### config.mk
export PLATFORM = sky130hd
export DESIGN_NAME = key_to_escape_sequence_encoder_core
export DESIGN_NICKNAME = d
export VERILOG_FILES = /design/src/rtl/kese_pkg.sv /design/src/rtl/kese_encoder.sv /design/src/rtl/kese_serializer.sv /design/src/rtl/key_to_escape_sequence_encoder_core.sv
export SDC_FILE = /design/constraint.sdc
export NUM_CORES = 1
export LEC_CHECK = 0
export ABC_AREA = 0
export ABC_CLOCK_PERIOD_IN_PS = 3700
export BUFFER_PORTS_ARGS = -buffer_cell sky130_fd_sc_hd__buf_2
export CORE_UTILIZATION = 50
export CTS_BUF_LIST = sky130_fd_sc_hd__clkbuf_8
export DETAILED_ROUTE_END_ITERATION = 12
export GPL_TIMING_DRIVEN = 0
export PLACE_DENSITY = 0.72
export SLEW_MARGIN = 20
export SYNTH_ARGS = -nofsm -noshare
export SYNTH_HDL_FRONTEND = slang
export SYNTH_HIERARCHICAL = 1
export SYNTH_SLANG_ARGS = --single-unit
### constraint.sdc
create_clock -name clock -period 3.7 [get_ports clock]
set_input_delay 0.37 -clock clock [delete_from_list [all_inputs] [get_ports clock]]
set_output_delay 0.37 -clock clock [all_outputs]
set_load 0.05 [all_outputs]
### src/rtl/kese_pkg.sv
// ----------------------------------------------------------------------------
// kese_pkg
// Shared types, key codes and byte constants for the key to escape sequence
// encoder.
// ----------------------------------------------------------------------------
package kese_pkg;

   localparam int unsigned MaxLen   = 7;
   localparam int unsigned LenWidth = 3;

   // Control and special bytes.
   localparam logic [7:0] ByteNul   = 8'h00;
   localparam logic [7:0] ByteBs    = 8'h08;
   localparam logic [7:0] ByteEsc   = 8'h1B;
   localparam logic [7:0] ByteDel   = 8'h7F;
   localparam logic [7:0] ByteLbr   = 8'h5B;  // '['
   localparam logic [7:0] ByteSs3   = 8'h4F;  // 'O'
   localparam logic [7:0] ByteOne   = 8'h31;  // '1'
   localparam logic [7:0] ByteSemi  = 8'h3B;  // ';'
   localparam logic [7:0] ByteTilde = 8'h7E;  // '~'
   localparam logic [7:0] ByteZ     = 8'h5A;  // 'Z'
   localparam logic [7:0] ByteZero  = 8'h30;  // '0'
   localparam logic [7:0] ByteP     = 8'h50;  // 'P'

   // Virtual-key codes with special handling.
   localparam logic [7:0] KeyBack  = 8'h08;
   localparam logic [7:0] KeyTab   = 8'h09;
   localparam logic [7:0] KeySpace = 8'h20;
   localparam logic [7:0] KeyF1    = 8'h70;
   localparam logic [7:0] KeyF4    = 8'h73;

   typedef logic [MaxLen-1:0][7:0] seq_bytes_type;

   typedef struct packed {
      logic [7:0] key_code;
      logic       shift_held;
      logic       alt_held;
      logic       ctrl_held;
   } key_type;

   // Encoded sequence handed from the encoder to the serializer.
   typedef struct packed {
      logic                valid;
      logic [LenWidth-1:0] len;
      seq_bytes_type       bytes;
   } seq_type;

   // Final byte of a cursor key, zero when the code is not a cursor key.
   function automatic logic [7:0] cursor_final(input logic [7:0] code);
      logic [7:0] fin;
      unique case (code)
         8'h26:   fin = 8'h41;  // Up -> 'A'
         8'h28:   fin = 8'h42;  // Down -> 'B'
         8'h27:   fin = 8'h43;  // Right -> 'C'
         8'h25:   fin = 8'h44;  // Left -> 'D'
         8'h24:   fin = 8'h48;  // Home -> 'H'
         8'h23:   fin = 8'h46;  // End -> 'F'
         default: fin = 8'h00;
      endcase
      return fin;
   endfunction

   // Number of a CSI n~ key, zero when the code is not one.
   function automatic logic [4:0] numbered_value(input logic [7:0] code);
      logic [4:0] num;
      unique case (code)
         8'h2D:   num = 5'd2;
         8'h2E:   num = 5'd3;
         8'h21:   num = 5'd5;
         8'h22:   num = 5'd6;
         8'h74:   num = 5'd15;
         8'h75:   num = 5'd17;
         8'h76:   num = 5'd18;
         8'h77:   num = 5'd19;
         8'h78:   num = 5'd20;
         8'h79:   num = 5'd21;
         8'h7A:   num = 5'd23;
         8'h7B:   num = 5'd24;
         default: num = 5'd0;
      endcase
      return num;
   endfunction

endpackage

### src/rtl/kese_encoder.sv
// ----------------------------------------------------------------------------
// kese_encoder
// Input register and the combinational encoder that turns one registered key
// press into a byte sequence of up to seven bytes.
// ----------------------------------------------------------------------------
module kese_encoder
   import kese_pkg::*;
(
   input  logic       clock,
   input  logic       reset,
   input  logic       app_cursor,
   input  logic       take,
   input  logic       key_valid,
   output logic       key_ready,
   input  key_type    key,
   output seq_type    seq
);

   logic    in_valid_ff;
   logic    in_valid_in;
   key_type in_key_ff;

   logic [7:0]          fin;
   logic [4:0]          num;
   logic [3:0]          mod_val;
   logic                modified;
   logic [7:0]          mod_char;
   logic [3:0]          tens;
   logic [4:0]          ones;
   logic [LenWidth-1:0] n;
   seq_bytes_type       b;

   assign key_ready   = !in_valid_ff || take;
   assign in_valid_in = (key_valid && key_ready) || (in_valid_ff && !take);

   always_ff @(posedge clock) begin
      if (reset) begin
         in_valid_ff <= 1'b0;
      end else begin
         in_valid_ff <= in_valid_in;
      end
   end

   always_ff @(posedge clock) begin
      if (key_valid && key_ready) begin
         in_key_ff <= key;
      end
   end

   always_comb begin
      mod_val  = 4'd1 + {3'd0, in_key_ff.shift_held} + {2'd0, in_key_ff.alt_held, 1'b0}
               + {1'b0, in_key_ff.ctrl_held, 2'b0};
      modified = in_key_ff.shift_held || in_key_ff.alt_held || in_key_ff.ctrl_held;
      mod_char = ByteZero + {4'd0, mod_val};

      fin = cursor_final(in_key_ff.key_code);
      if (fin == 8'h00 && in_key_ff.key_code >= KeyF1 && in_key_ff.key_code <= KeyF4) begin
         fin = ByteP + {6'd0, in_key_ff.key_code[1:0]};
      end

      num = numbered_value(in_key_ff.key_code);
      if (num >= 5'd20) begin
         tens = 4'd2;
         ones = num - 5'd20;
      end else if (num >= 5'd10) begin
         tens = 4'd1;
         ones = num - 5'd10;
      end else begin
         tens = 4'd0;
         ones = num;
      end

      b = '0;
      n = '0;
      priority if (fin != 8'h00) begin
         b[0] = ByteEsc;
         if (modified) begin
            b[1] = ByteLbr;
            b[2] = ByteOne;
            b[3] = ByteSemi;
            b[4] = mod_char;
            b[5] = fin;
            n    = LenWidth'(6);
         end else begin
            // Function keys always use SS3; cursor keys only in application mode.
            b[1] = (in_key_ff.key_code >= KeyF1 || app_cursor) ? ByteSs3 : ByteLbr;
            b[2] = fin;
            n    = LenWidth'(3);
         end
      end else if (num != 5'd0) begin
         b[0] = ByteEsc;
         b[1] = ByteLbr;
         n    = LenWidth'(2);
         if (tens != 4'd0) begin
            b[n] = ByteZero + {4'd0, tens};
            n    = n + LenWidth'(1);
         end
         b[n] = ByteZero + {3'd0, ones};
         n    = n + LenWidth'(1);
         if (modified) begin
            b[n] = ByteSemi;
            n    = n + LenWidth'(1);
            b[n] = mod_char;
            n    = n + LenWidth'(1);
         end
         b[n] = ByteTilde;
         n    = n + LenWidth'(1);
      end else if (in_key_ff.key_code == KeySpace && in_key_ff.ctrl_held
                   && !in_key_ff.alt_held) begin
         b[0] = ByteNul;
         n    = LenWidth'(1);
      end else if (in_key_ff.key_code == KeyBack) begin
         if (in_key_ff.alt_held) begin
            b[0] = ByteEsc;
            n    = LenWidth'(1);
         end
         b[n] = in_key_ff.ctrl_held ? ByteBs : ByteDel;
         n    = n + LenWidth'(1);
      end else if (in_key_ff.key_code == KeyTab && in_key_ff.shift_held
                   && !in_key_ff.ctrl_held && !in_key_ff.alt_held) begin
         b[0] = ByteEsc;
         b[1] = ByteLbr;
         b[2] = ByteZ;
         n    = LenWidth'(3);
      end else begin
         n = '0;
      end

      seq.valid = in_valid_ff;
      seq.len   = n;
      seq.bytes = b;
   end

endmodule

### src/rtl/kese_serializer.sv
// ----------------------------------------------------------------------------
// kese_serializer
// Result register that holds one encoded sequence and hands it out one byte
// per transaction, loading the next sequence when empty or as the last byte leaves.
// ----------------------------------------------------------------------------
module kese_serializer
   import kese_pkg::*;
(
   input  logic       clock,
   input  logic       reset,
   input  seq_type    seq,
   output logic       take,
   output logic       out_valid,
   input  logic       out_ready,
   output logic [7:0] out_byte,
   output logic       out_last
);

   logic [LenWidth-1:0] count_ff;
   logic [LenWidth-1:0] count_in;
   seq_bytes_type       bytes_ff;
   seq_bytes_type       bytes_in;
   logic                load;

   // Free when empty or when the last byte leaves in this cycle.
   assign take = (count_ff == '0) || (count_ff == LenWidth'(1) && out_ready);
   assign load = take && seq.valid;

   assign out_valid = count_ff != '0;
   assign out_byte  = bytes_ff[0];
   assign out_last  = count_ff == LenWidth'(1);

   always_comb begin
      count_in = count_ff;
      bytes_in = bytes_ff;
      priority if (load) begin
         count_in = seq.len;
         bytes_in = seq.bytes;
      end else if (out_valid && out_ready) begin
         count_in = count_ff - LenWidth'(1);
         bytes_in = bytes_ff >> 8;
      end else begin
         count_in = count_ff;
      end
   end

   always_ff @(posedge clock) begin
      if (reset) begin
         count_ff <= '0;
      end else begin
         count_ff <= count_in;
      end
   end

   always_ff @(posedge clock) begin
      bytes_ff <= bytes_in;
   end

`ifndef SYNTHESIS
   a_count_bound: assert property (@(posedge clock) disable iff (reset)
      count_ff <= LenWidth'(MaxLen))
      else $error("byte count exceeds the longest sequence");

   a_mid_keeps_valid: assert property (@(posedge clock) disable iff (reset)
      out_valid && out_ready && !out_last |=> out_valid)
      else $error("sequence ended before its last byte");

   a_last_then_reload: assert property (@(posedge clock) disable iff (reset)
      out_valid && out_ready && out_last && !seq.valid |=> !out_valid)
      else $error("bytes emitted with no sequence loaded");
`endif

endmodule

### src/rtl/key_to_escape_sequence_encoder_core.sv
// ----------------------------------------------------------------------------
// key_to_escape_sequence_encoder_core
// Encodes one key press into its xterm escape sequence, one byte per result
// transaction.
// ----------------------------------------------------------------------------
//  channel  direction  handshake              payload
//  req      in         req_valid / req_ready  key_code, shift/alt/ctrl held
//  rsp      out        rsp_valid / rsp_ready  out_byte, last_byte
//  csr      in         csr_valid / csr_ready  app_cursor (cursor key mode)
//
// A key press is registered, encoded combinationally and loaded into the output
// register, which sends one byte per cycle while rsp_ready is high: a press
// yields 1 to 7 bytes, and a key with no sequence sends none.
// The output register is the limit; the next press is taken while the current
// sequence drains. Reset clears the valid flags and the cursor key mode.
// A stalled rsp_ready holds the current byte and backs up req_ready.
// ----------------------------------------------------------------------------
module key_to_escape_sequence_encoder_core
   import kese_pkg::*;
(
   input  logic       clock,
   input  logic       reset,
   input  logic       req_valid,
   output logic       req_ready,
   input  logic [7:0] req_key_code,
   input  logic       req_shift_held,
   input  logic       req_alt_held,
   input  logic       req_ctrl_held,
   output logic       rsp_valid,
   input  logic       rsp_ready,
   output logic [7:0] rsp_out_byte,
   output logic       rsp_last_byte,
   input  logic       csr_valid,
   output logic       csr_ready,
   input  logic       csr_app_cursor
);

   logic    app_cursor_ff;
   logic    app_cursor_in;
   logic    take;
   key_type key;
   seq_type seq;

   assign csr_ready     = 1'b1;
   assign app_cursor_in = (csr_valid && csr_ready) ? csr_app_cursor : app_cursor_ff;

   always_ff @(posedge clock) begin
      if (reset) begin
         app_cursor_ff <= 1'b0;
      end else begin
         app_cursor_ff <= app_cursor_in;
      end
   end

   assign key.key_code   = req_key_code;
   assign key.shift_held = req_shift_held;
   assign key.alt_held   = req_alt_held;
   assign key.ctrl_held  = req_ctrl_held;

   kese_encoder u_encoder (
      .clock      (clock),
      .reset      (reset),
      .app_cursor (app_cursor_ff),
      .take       (take),
      .key_valid  (req_valid),
      .key_ready  (req_ready),
      .key        (key),
      .seq        (seq)
   );

   kese_serializer u_serializer (
      .clock     (clock),
      .reset     (reset),
      .seq       (seq),
      .take      (take),
      .out_valid (rsp_valid),
      .out_ready (rsp_ready),
      .out_byte  (rsp_out_byte),
      .out_last  (rsp_last_byte)
   );

endmodule

==> flow_summary.ini, run 1 <==
[run_status]
violations = negative setup slack
status = finished with violations

[pwr]
ir_drop_mv = 0.4488
p_seq_share_pct = 38.5
swShare_pct = 35.47
p_comb_share_pct = 46.5
total_leakage_power_uw = 0.002430
p_int_uw = 2564
total_power_uw = 3974
switchingPower_uw = 1410
cellPowerDensity_mw_per_mm2 = 696.1
p_clk_share_pct = 15.0

[global_route]
grtUsageTotal_pct = 21.94
use_met2_pct = 35.54
grt_pass1_wl_um = 16490
grt_overflow = 0
busiest_layer = met2
grt_max_degree = 39
grt_use_met1_pct = 28.42
grt_antenna_before_repair = 0
grt_pass1_vias = 3336
grt_use_met3_pct = 5.292

[sta]
tightest_slew_ps = 711.3
finalClockSkew_ps = 11.33
drv_slew = 0
final_hold_viol_count = 0
max_freq_ghz = 0.2662
fin_crit_sh_pct = 101.5
grt_setup_unrepaired = yes
worst_slack_ps = -56.58
setup_violations = 4
relSlewSlack_pct = 52.58
min_period_ps = 3757

[synth]
synth_cell_type_count = 66
synth_edf_count = 67
synthesis.area_mm2 = 0.004798
yosysTopAreaCellShare_pct = 41.93
ys_ff_latch = 72
synthTopCellsByCount = edfxtp_1 (67), mux2_4 (47), nand2_1 (33)
syn_inst = 422
ys.flop_type = edfxtp_1
synth-async-reset-ratio_pct = 0
synth_area_leader_cell = edfxtp_1
ys_seq_area_share_pct = 44.02
syn_area_per_cell_um2 = 11.37
ys_warn_count = 6
yosys-top-cells-area = edfxtp_1 (42%), mux2_4 (15%), buf_4 (4.7%), ha_1 (3.9%), nand2_1 (2.6%)
synthMostInstantiatedCell = edfxtp_1

[critical_path]
cp_top_family = simple AND/OR/NAND/NOR gates
worstPathRequired_ps = 3930
path_class = register to register
critPathLaunchType = register
path_cells = or4b_4 > or4_4 > nand3_4 > inv_4 > ha_4 > a21o_1 > a21oi_2 > a31o_1 > buf_6 > clkinv_8 > buf_12 > ha_2 > o31ai_1 > buf_4 > mux2_4
crit_fanout = 6
worstSetupEndpointType = register
slowest_delay_ps = 570
rr_worst_depth = 15
cp_num_buf_inv = 5
cp_num_cells = 15
slowest_stage = or4_4
cp.arrival_ps = 3980

[detailed_routing]
via_per_inst = 5.618
drt-initial-drc-count = 284
wirelength_um = 10820
num_vias = 3517
dr.pass1.iters = 6
drc = 0
detail-route-antenna-nets = 0
post_drt_wl_per_cell_um = 17.29

[placed_design]
portBuffers = 27
routabilityCongestion = 0.9720
dp_hpwl_um = 7605

[cts]
clock_path_buffers = 2
tritoncts = done
cts_made_buffers = 9
clockRootBuffer = clkbuf_8
cts_max_level = 3
insertion_delay_ps = 350
cts_num_sinks = 72
cts.clk_slew.worst_paths_ps = 90

[floorplan]
fp.dieArea_mm2 = 0.009992
die_h_um = 99.96
coreArea_mm2 = 0.009284
rows = 35
io_pins = 29
start_util_pct = 51.68
die_w_um = 99.96

[cells_and_area]
antenna-diode-count = 0
layout.nets = 524
fin_util_pct = 61.50
drive_above_1_share_pct = 38.83
fill_cells = 776
area_delta_synth_final_pct = 18.98

[hold_path]
hold_path_depth = 1
hp-class = input port to register

[run]
cap_violations = 0
==> path summary, 6_finish.rpt <==
path                            start  slack (ps)                        end
min                      req_alt_held         200     u_encoder/in_key_ff[1]
max            u_encoder/in_key_ff[9]         -60  u_serializer/bytes_ff[37]
min reg2reg  u_serializer/count_ff[1]         460   u_serializer/count_ff[1]
max reg2reg    u_encoder/in_key_ff[9]         -60  u_serializer/bytes_ff[37]
==> cell families after synthesis <==
logic type / share of synthesized area (%)
adder cells (fa/ha/maj): 3.911
flip-flops: 44.02
buffers and inverters: 9.648
XOR/XNOR: 0.9126
AND/OR/NAND/NOR: 14.92
other: 0.1565
AO/OA/AOI/OAI: 10.87
multiplexers: 15.57
==> cells in the final DEF (no fill, tap or decap), drive strengths merged, types with 3 or more instances in the layout <==
master,instances
a211oi,3
a21o,4
a21oi,19
a31oi,6
and2,10
and3,3
buf,94
clkbuf,17
clkinvlp,3
conb,9
dfxtp,5
edfxtp,67
ha,15
inv,20
mux2,48
mux2i,3
nand2,34
nand2b,11
nand3,9
nor2,23
nor2b,3
nor3,9
nor4,4
o211ai,3
o21ai,13
o221ai,3
o22ai,8
o32ai,4
or2,3
or3,6
xnor2,4
==> through the flow <==
step	instance area (um2)	hold WS (ps)	instances	TNS (ps)	setup slack [ps]
floorplan	4850	430.3	429	0	46.37
global placement	5146	445.8	585	-6904	-420.4
detailed placement	5166	449.1	586	-8745	-499.3
CTS	5485	178.5	610	-3.618	-3.618
global route	5709	176.4	626	-915.4	-131.5
finish	5709	195.4	626	-121.0	-56.58
==> timing repair <==
item                                    in CTS  in global routing
hold buffers                                 0                  0
endpoints found under the setup margin      29                 32
buffers inserted                             9                 18
pin swaps                                    7                  7
gates resized for setup                     16                 24
==> flip-flops by register name, indices dropped and copies added (netlist names) <==
register               flops
u_encoder/in_valid_ff      1
u_serializer/bytes_ff     48
u_encoder/in_key_ff       11
u_serializer/count_ff      3
u_serializer/out_byte      8
app_cursor_ff              1
==> worst register-to-register path, cell delays in order, from the launching register on <==
cell and delay (ps):
edfxtp_1 390, or4b_4 560, or4_4 570, nand3_4 100, inv_4 50, ha_4 160
a21o_1 160, a21oi_2 150, a31o_1 130, buf_6 150, clkinv_8 80, buf_12 140
ha_2 190, o31ai_1 500, buf_4 200, mux2_4 130
==> power groups by stage <==
| stage | clock [uW] | sequential (uW) | combinational, uW |
|---|---|---|---|
| after floorplan | 0 | 1530 | 1470 |
| after global placement | 0 | 1550 | 1710 |
| after detailed placement | 0 | 1550 | 1780 |
| after CTS | 611 | 1530 | 1820 |
| after global routing | 645 | 1570 | 1980 |
| final | 596 | 1530 | 1850 |
==> final cells by class <==
cell class | count | area, um2 | share of cell area (%)
Inverter | 18 | 82.58 | 1.446
Sequential cell | 72 | 2112 | 36.99
Timing Repair Buffer | 55 | 355.3 | 6.224
Multi-Input combinational cell | 289 | 2404 | 42.10
Clock inverter | 7 | 62.56 | 1.096
Clock buffer | 9 | 123.9 | 2.170
Buffer | 47 | 407.9 | 7.144
Tap cell | 129 | 161.4 | 2.827
==> layer usage <==
layer / vias up / wire length (um)
met1: 1683 / 4511
met3: 26 / 815
met2: 143 / 5191
li1: 1665 / -
met5: - / 0
met4: 0 / 304
Power figures use the tool's default switching activity.
==> run 2: changes to the inputs <==
--- a/config.mk
+++ b/config.mk
@@ -8,13 +8,12 @@
 export ABC_AREA = 0
 export ABC_CLOCK_PERIOD_IN_PS = 3700
 export BUFFER_PORTS_ARGS = -buffer_cell sky130_fd_sc_hd__buf_2
-export CORE_UTILIZATION = 50
+export CORE_UTILIZATION = 40
 export CTS_BUF_LIST = sky130_fd_sc_hd__clkbuf_8
 export DETAILED_ROUTE_END_ITERATION = 12
 export GPL_TIMING_DRIVEN = 0
-export PLACE_DENSITY = 0.72
+export PLACE_DENSITY = 0.61
 export SLEW_MARGIN = 20
 export SYNTH_ARGS = -nofsm -noshare
 export SYNTH_HDL_FRONTEND = slang
-export SYNTH_HIERARCHICAL = 1
 export SYNTH_SLANG_ARGS = --single-unit
==> run 2 against run 1 <==
Against the previous run: the run now ends clean; sequential cell count down 13; final area down 23%; utilization down 14 points; area after synthesis down 21%; clock power up 15%; register-to-register slack better by 200 ps; synthesized cell count down 7.6%; final cell count down 12%; combinational power down 36%; total power down 22%; worst setup slack better by 200 ps; largest cell class unchanged; highest routed layer unchanged.
==> flow_summary.ini, run 2 <==
[run_status]
status = completed

[detailed_routing]
detail-route-antenna-nets = 0
dr.pass1.iters = 5
via_per_inst = 5.827
drc = 0
post_drt_wl_per_cell_um = 17.90
wirelength_um = 9844
num_vias = 3205
drt-initial-drc-count = 234

[global_route]
grt_pass1_wl_um = 15580
grt_pass1_vias = 2967
grt_max_degree = 48
grt_antenna_before_repair = 0
grt_overflow = 0
grtUsageTotal_pct = 20.60

[critical_path]
path_class = register to register
cp.arrival_ps = 3640
rr_worst_depth = 15
slowest_delay_ps = 520
cp_top_family = compound AO/OA/AOI/OAI gates
path_cells = or4b_1 > buf_4 > a211oi_2 > or3_4 > nor2_1 > ha_1 > a21o_1 > a21oi_2 > inv_2 > buf_6 > ha_2 > inv_1 > nand2_1 > a2111oi_4 > nor3_1
worstSetupEndpointType = register
r2r_end = u_serializer.bytes_ff[17]
crit_fanout = 11
worstPathRequired_ps = 3790
rrSetupSlack_ps = 140
critPathLaunchType = register
cp_num_buf_inv = 4
r2r-start = u_encoder.in_key_ff[10]
slowest_stage = or4b_1

[floorplan]
coreArea_mm2 = 0.009196
die_h_um = 99.44
io_pins = 29
start_util_pct = 41.29
rows = 35
fp.dieArea_mm2 = 0.009887
die_w_um = 99.44

[cells_and_area]
fill_cells = 870
layout.nets = 465
fin_util_pct = 47.76
drive_above_1_share_pct = 21.18
layout_commonest_cell = edfxtp_1
final_cell_mix = edfxtp_1 (54), nand2_1 (37), nor2_1 (36), buf_2 (31), buf_4 (20)
area_delta_synth_final_pct = 15.65
antenna-diode-count = 0
regMostFlops = u_serializer.bytes_ff
largest_reg_flops = 36

[synth]
synth-xor-area-share_pct = 0.6919
ys_seq_area_share_pct = 45.34
synth_edf_count = 54
syn_area_per_cell_um2 = 9.737
syn_inst = 390
synth_top_family_by_area = compound AO/OA/AOI/OAI gates
ys_warn_count = 0
synthTopCellsByCount = edfxtp_1 (54), nand2_1 (37), nor2_1 (36)
ys_ff_latch = 59
synth_mux_area_share_pct = 1.450
synth-simple-area-share_pct = 20.43
synthAdderAreaFrac_pct = 4.613
synthesis.area_mm2 = 0.003797
synth_compound_area_share_pct = 20.96
syn_nets = 421
ys.flop_type = edfxtp_1
synth_area_leader_cell = edfxtp_1
synth_cell_type_count = 68
synthMostInstantiatedCell = edfxtp_1
synth-async-reset-ratio_pct = 0
yosys-top-cells-area = edfxtp_1 (43%), ha_1 (4.6%), nand2_1 (3.7%), nor2_1 (3.6%), dfxtp_1 (2.6%)
yosysTopAreaCellShare_pct = 42.70

[pwr]
swShare_pct = 37.64
cellPowerDensity_mw_per_mm2 = 709.3
switchingPower_uw = 1173
p_int_uw = 1943
p_seq_share_pct = 39.7
p_clk_share_pct = 22.1
p_comb_share_pct = 38.2
total_leakage_power_uw = 0.001626
ir_drop_mv = 0.2654
total_power_uw = 3115

[sta]
tightest_slew_ps = 1069
finalClockSkew_ps = 5.506
final_hold_viol_count = 0
relSlewSlack_pct = 28.73
setup_violations = 0
drv_slew = 0
fin_crit_sh_pct = 96.08
min_period_ps = 3555
max_freq_ghz = 0.2813

[hold_path]
min_to = u_encoder.in_key_ff[2]
hold_start = req_shift_held
hold_path_depth = 1
hp-class = input port to register

[run]
cap_violations = 0

[cts]
tritoncts = done
clock_path_buffers = 2
cts_hold_buf = 0
cts_max_level = 3
clockRootBuffer = clkbuf_8
cts_made_buffers = 9
insertion_delay_ps = 350
cts_num_sinks = 59
cts.clk_slew.worst_paths_ps = 70

[placed_design]
routabilityCongestion = 0.8957
portBuffers = 26
dp_hpwl_um = 7202
[run 2: power groups by stage]
stage	Sequential [uW]	Combinational, uW	Clock (uW)
after detailed placement	1260	1170	0
after global placement	1250	1150	0
after floorplan	1220	905	0
final	1240	1190	687
after global routing	1260	1300	717
after CTS	1240	1180	687
[run 2: kinds of logic (layout without fill, tap and decap cells)]
kind of cell | after synthesis | after routing
simple gates | 145 | 145
compound gates | 114 | 114
flops | 59 | 59
buf+inv | 48 | 97
fa+ha+maj | 14 | 14
mux | 5 | 5
xor+xnor | 3 | 3
other cells | 2 | 2
[run 2: per-layer routing]
metal | vias to the layer above | wire [um] | GRT usage [%]
li1 | 1535 | - | -
met1 | 1537 | 4442 | 27.36
met2 | 111 | 4694 | 33.60
met3 | 22 | 489 | 3.935
met4 | 0 | 218 | 7.466
met5 | - | 0 | 0
[run 2: worst reg2reg max path: cells and delay by family (launching register included)]
kind / cells / cell delay, ps
fa+ha+maj: 2 / 460
compound gates: 4 / 990
simple gates: 5 / 940
flops: 1 / 410
buf+inv: 4 / 510
[run 2: timing repair]
action	CTS	global route
resized for setup	3	13
endpoints found under the setup margin	8	8
pin swaps	0	4
setup buffers	2	5
[run 2: layout make-up]
cell class | count | area, um2 | area share [%]
multi-input cells | 283 | 1868 | 42.54
flip-flops and latches | 59 | 1722 | 39.20
inverters | 13 | 48.80 | 1.111
well taps | 111 | 138.9 | 3.162
clock buffers | 11 | 151.4 | 3.447
repair buffers | 33 | 182.7 | 4.160
clock inverters | 5 | 77.57 | 1.766
plain buffers | 35 | 202.7 | 4.615
[run 2: how the worst max path moves through the flow]
| stage | from | to | slack (ps) | cells after the start |
|---|---|---|---|---|
| global route | u_encoder.in_key_ff[10] | u_serializer.bytes_ff[17] | -10 | 15 |
| CTS | u_encoder.in_key_ff[10] | u_serializer.bytes_ff[17] | 1 | 14 |
| global placement | u_encoder.in_key_ff[10] | u_serializer.bytes_ff[17] | -360 | 14 |
| finish | u_encoder.in_key_ff[10] | u_serializer.bytes_ff[17] | 140 | 15 |
| detailed placement | u_encoder.in_key_ff[10] | u_serializer.bytes_ff[17] | -400 | 14 |
| floorplan | u_encoder.in_key_ff[10] | u_serializer.bytes_ff[17] | 290 | 14 |
[run 2: stage by stage]
stage                     TNS (ps)  hold WS, ps  std cells  worst slack [ps]  cell area (um2)
after detailed placement    -689.1        505.4        527            -396.8             4066
after global placement      -562.3        494.7        527            -355.7             4066
after CTS                        0        192.4        545             1.246             4318
after floorplan                  0        439.1        390             294.1             3797
after global routing        -10.17        186.2        550            -10.17             4392
final                            0        190.8        550             145.0             4392
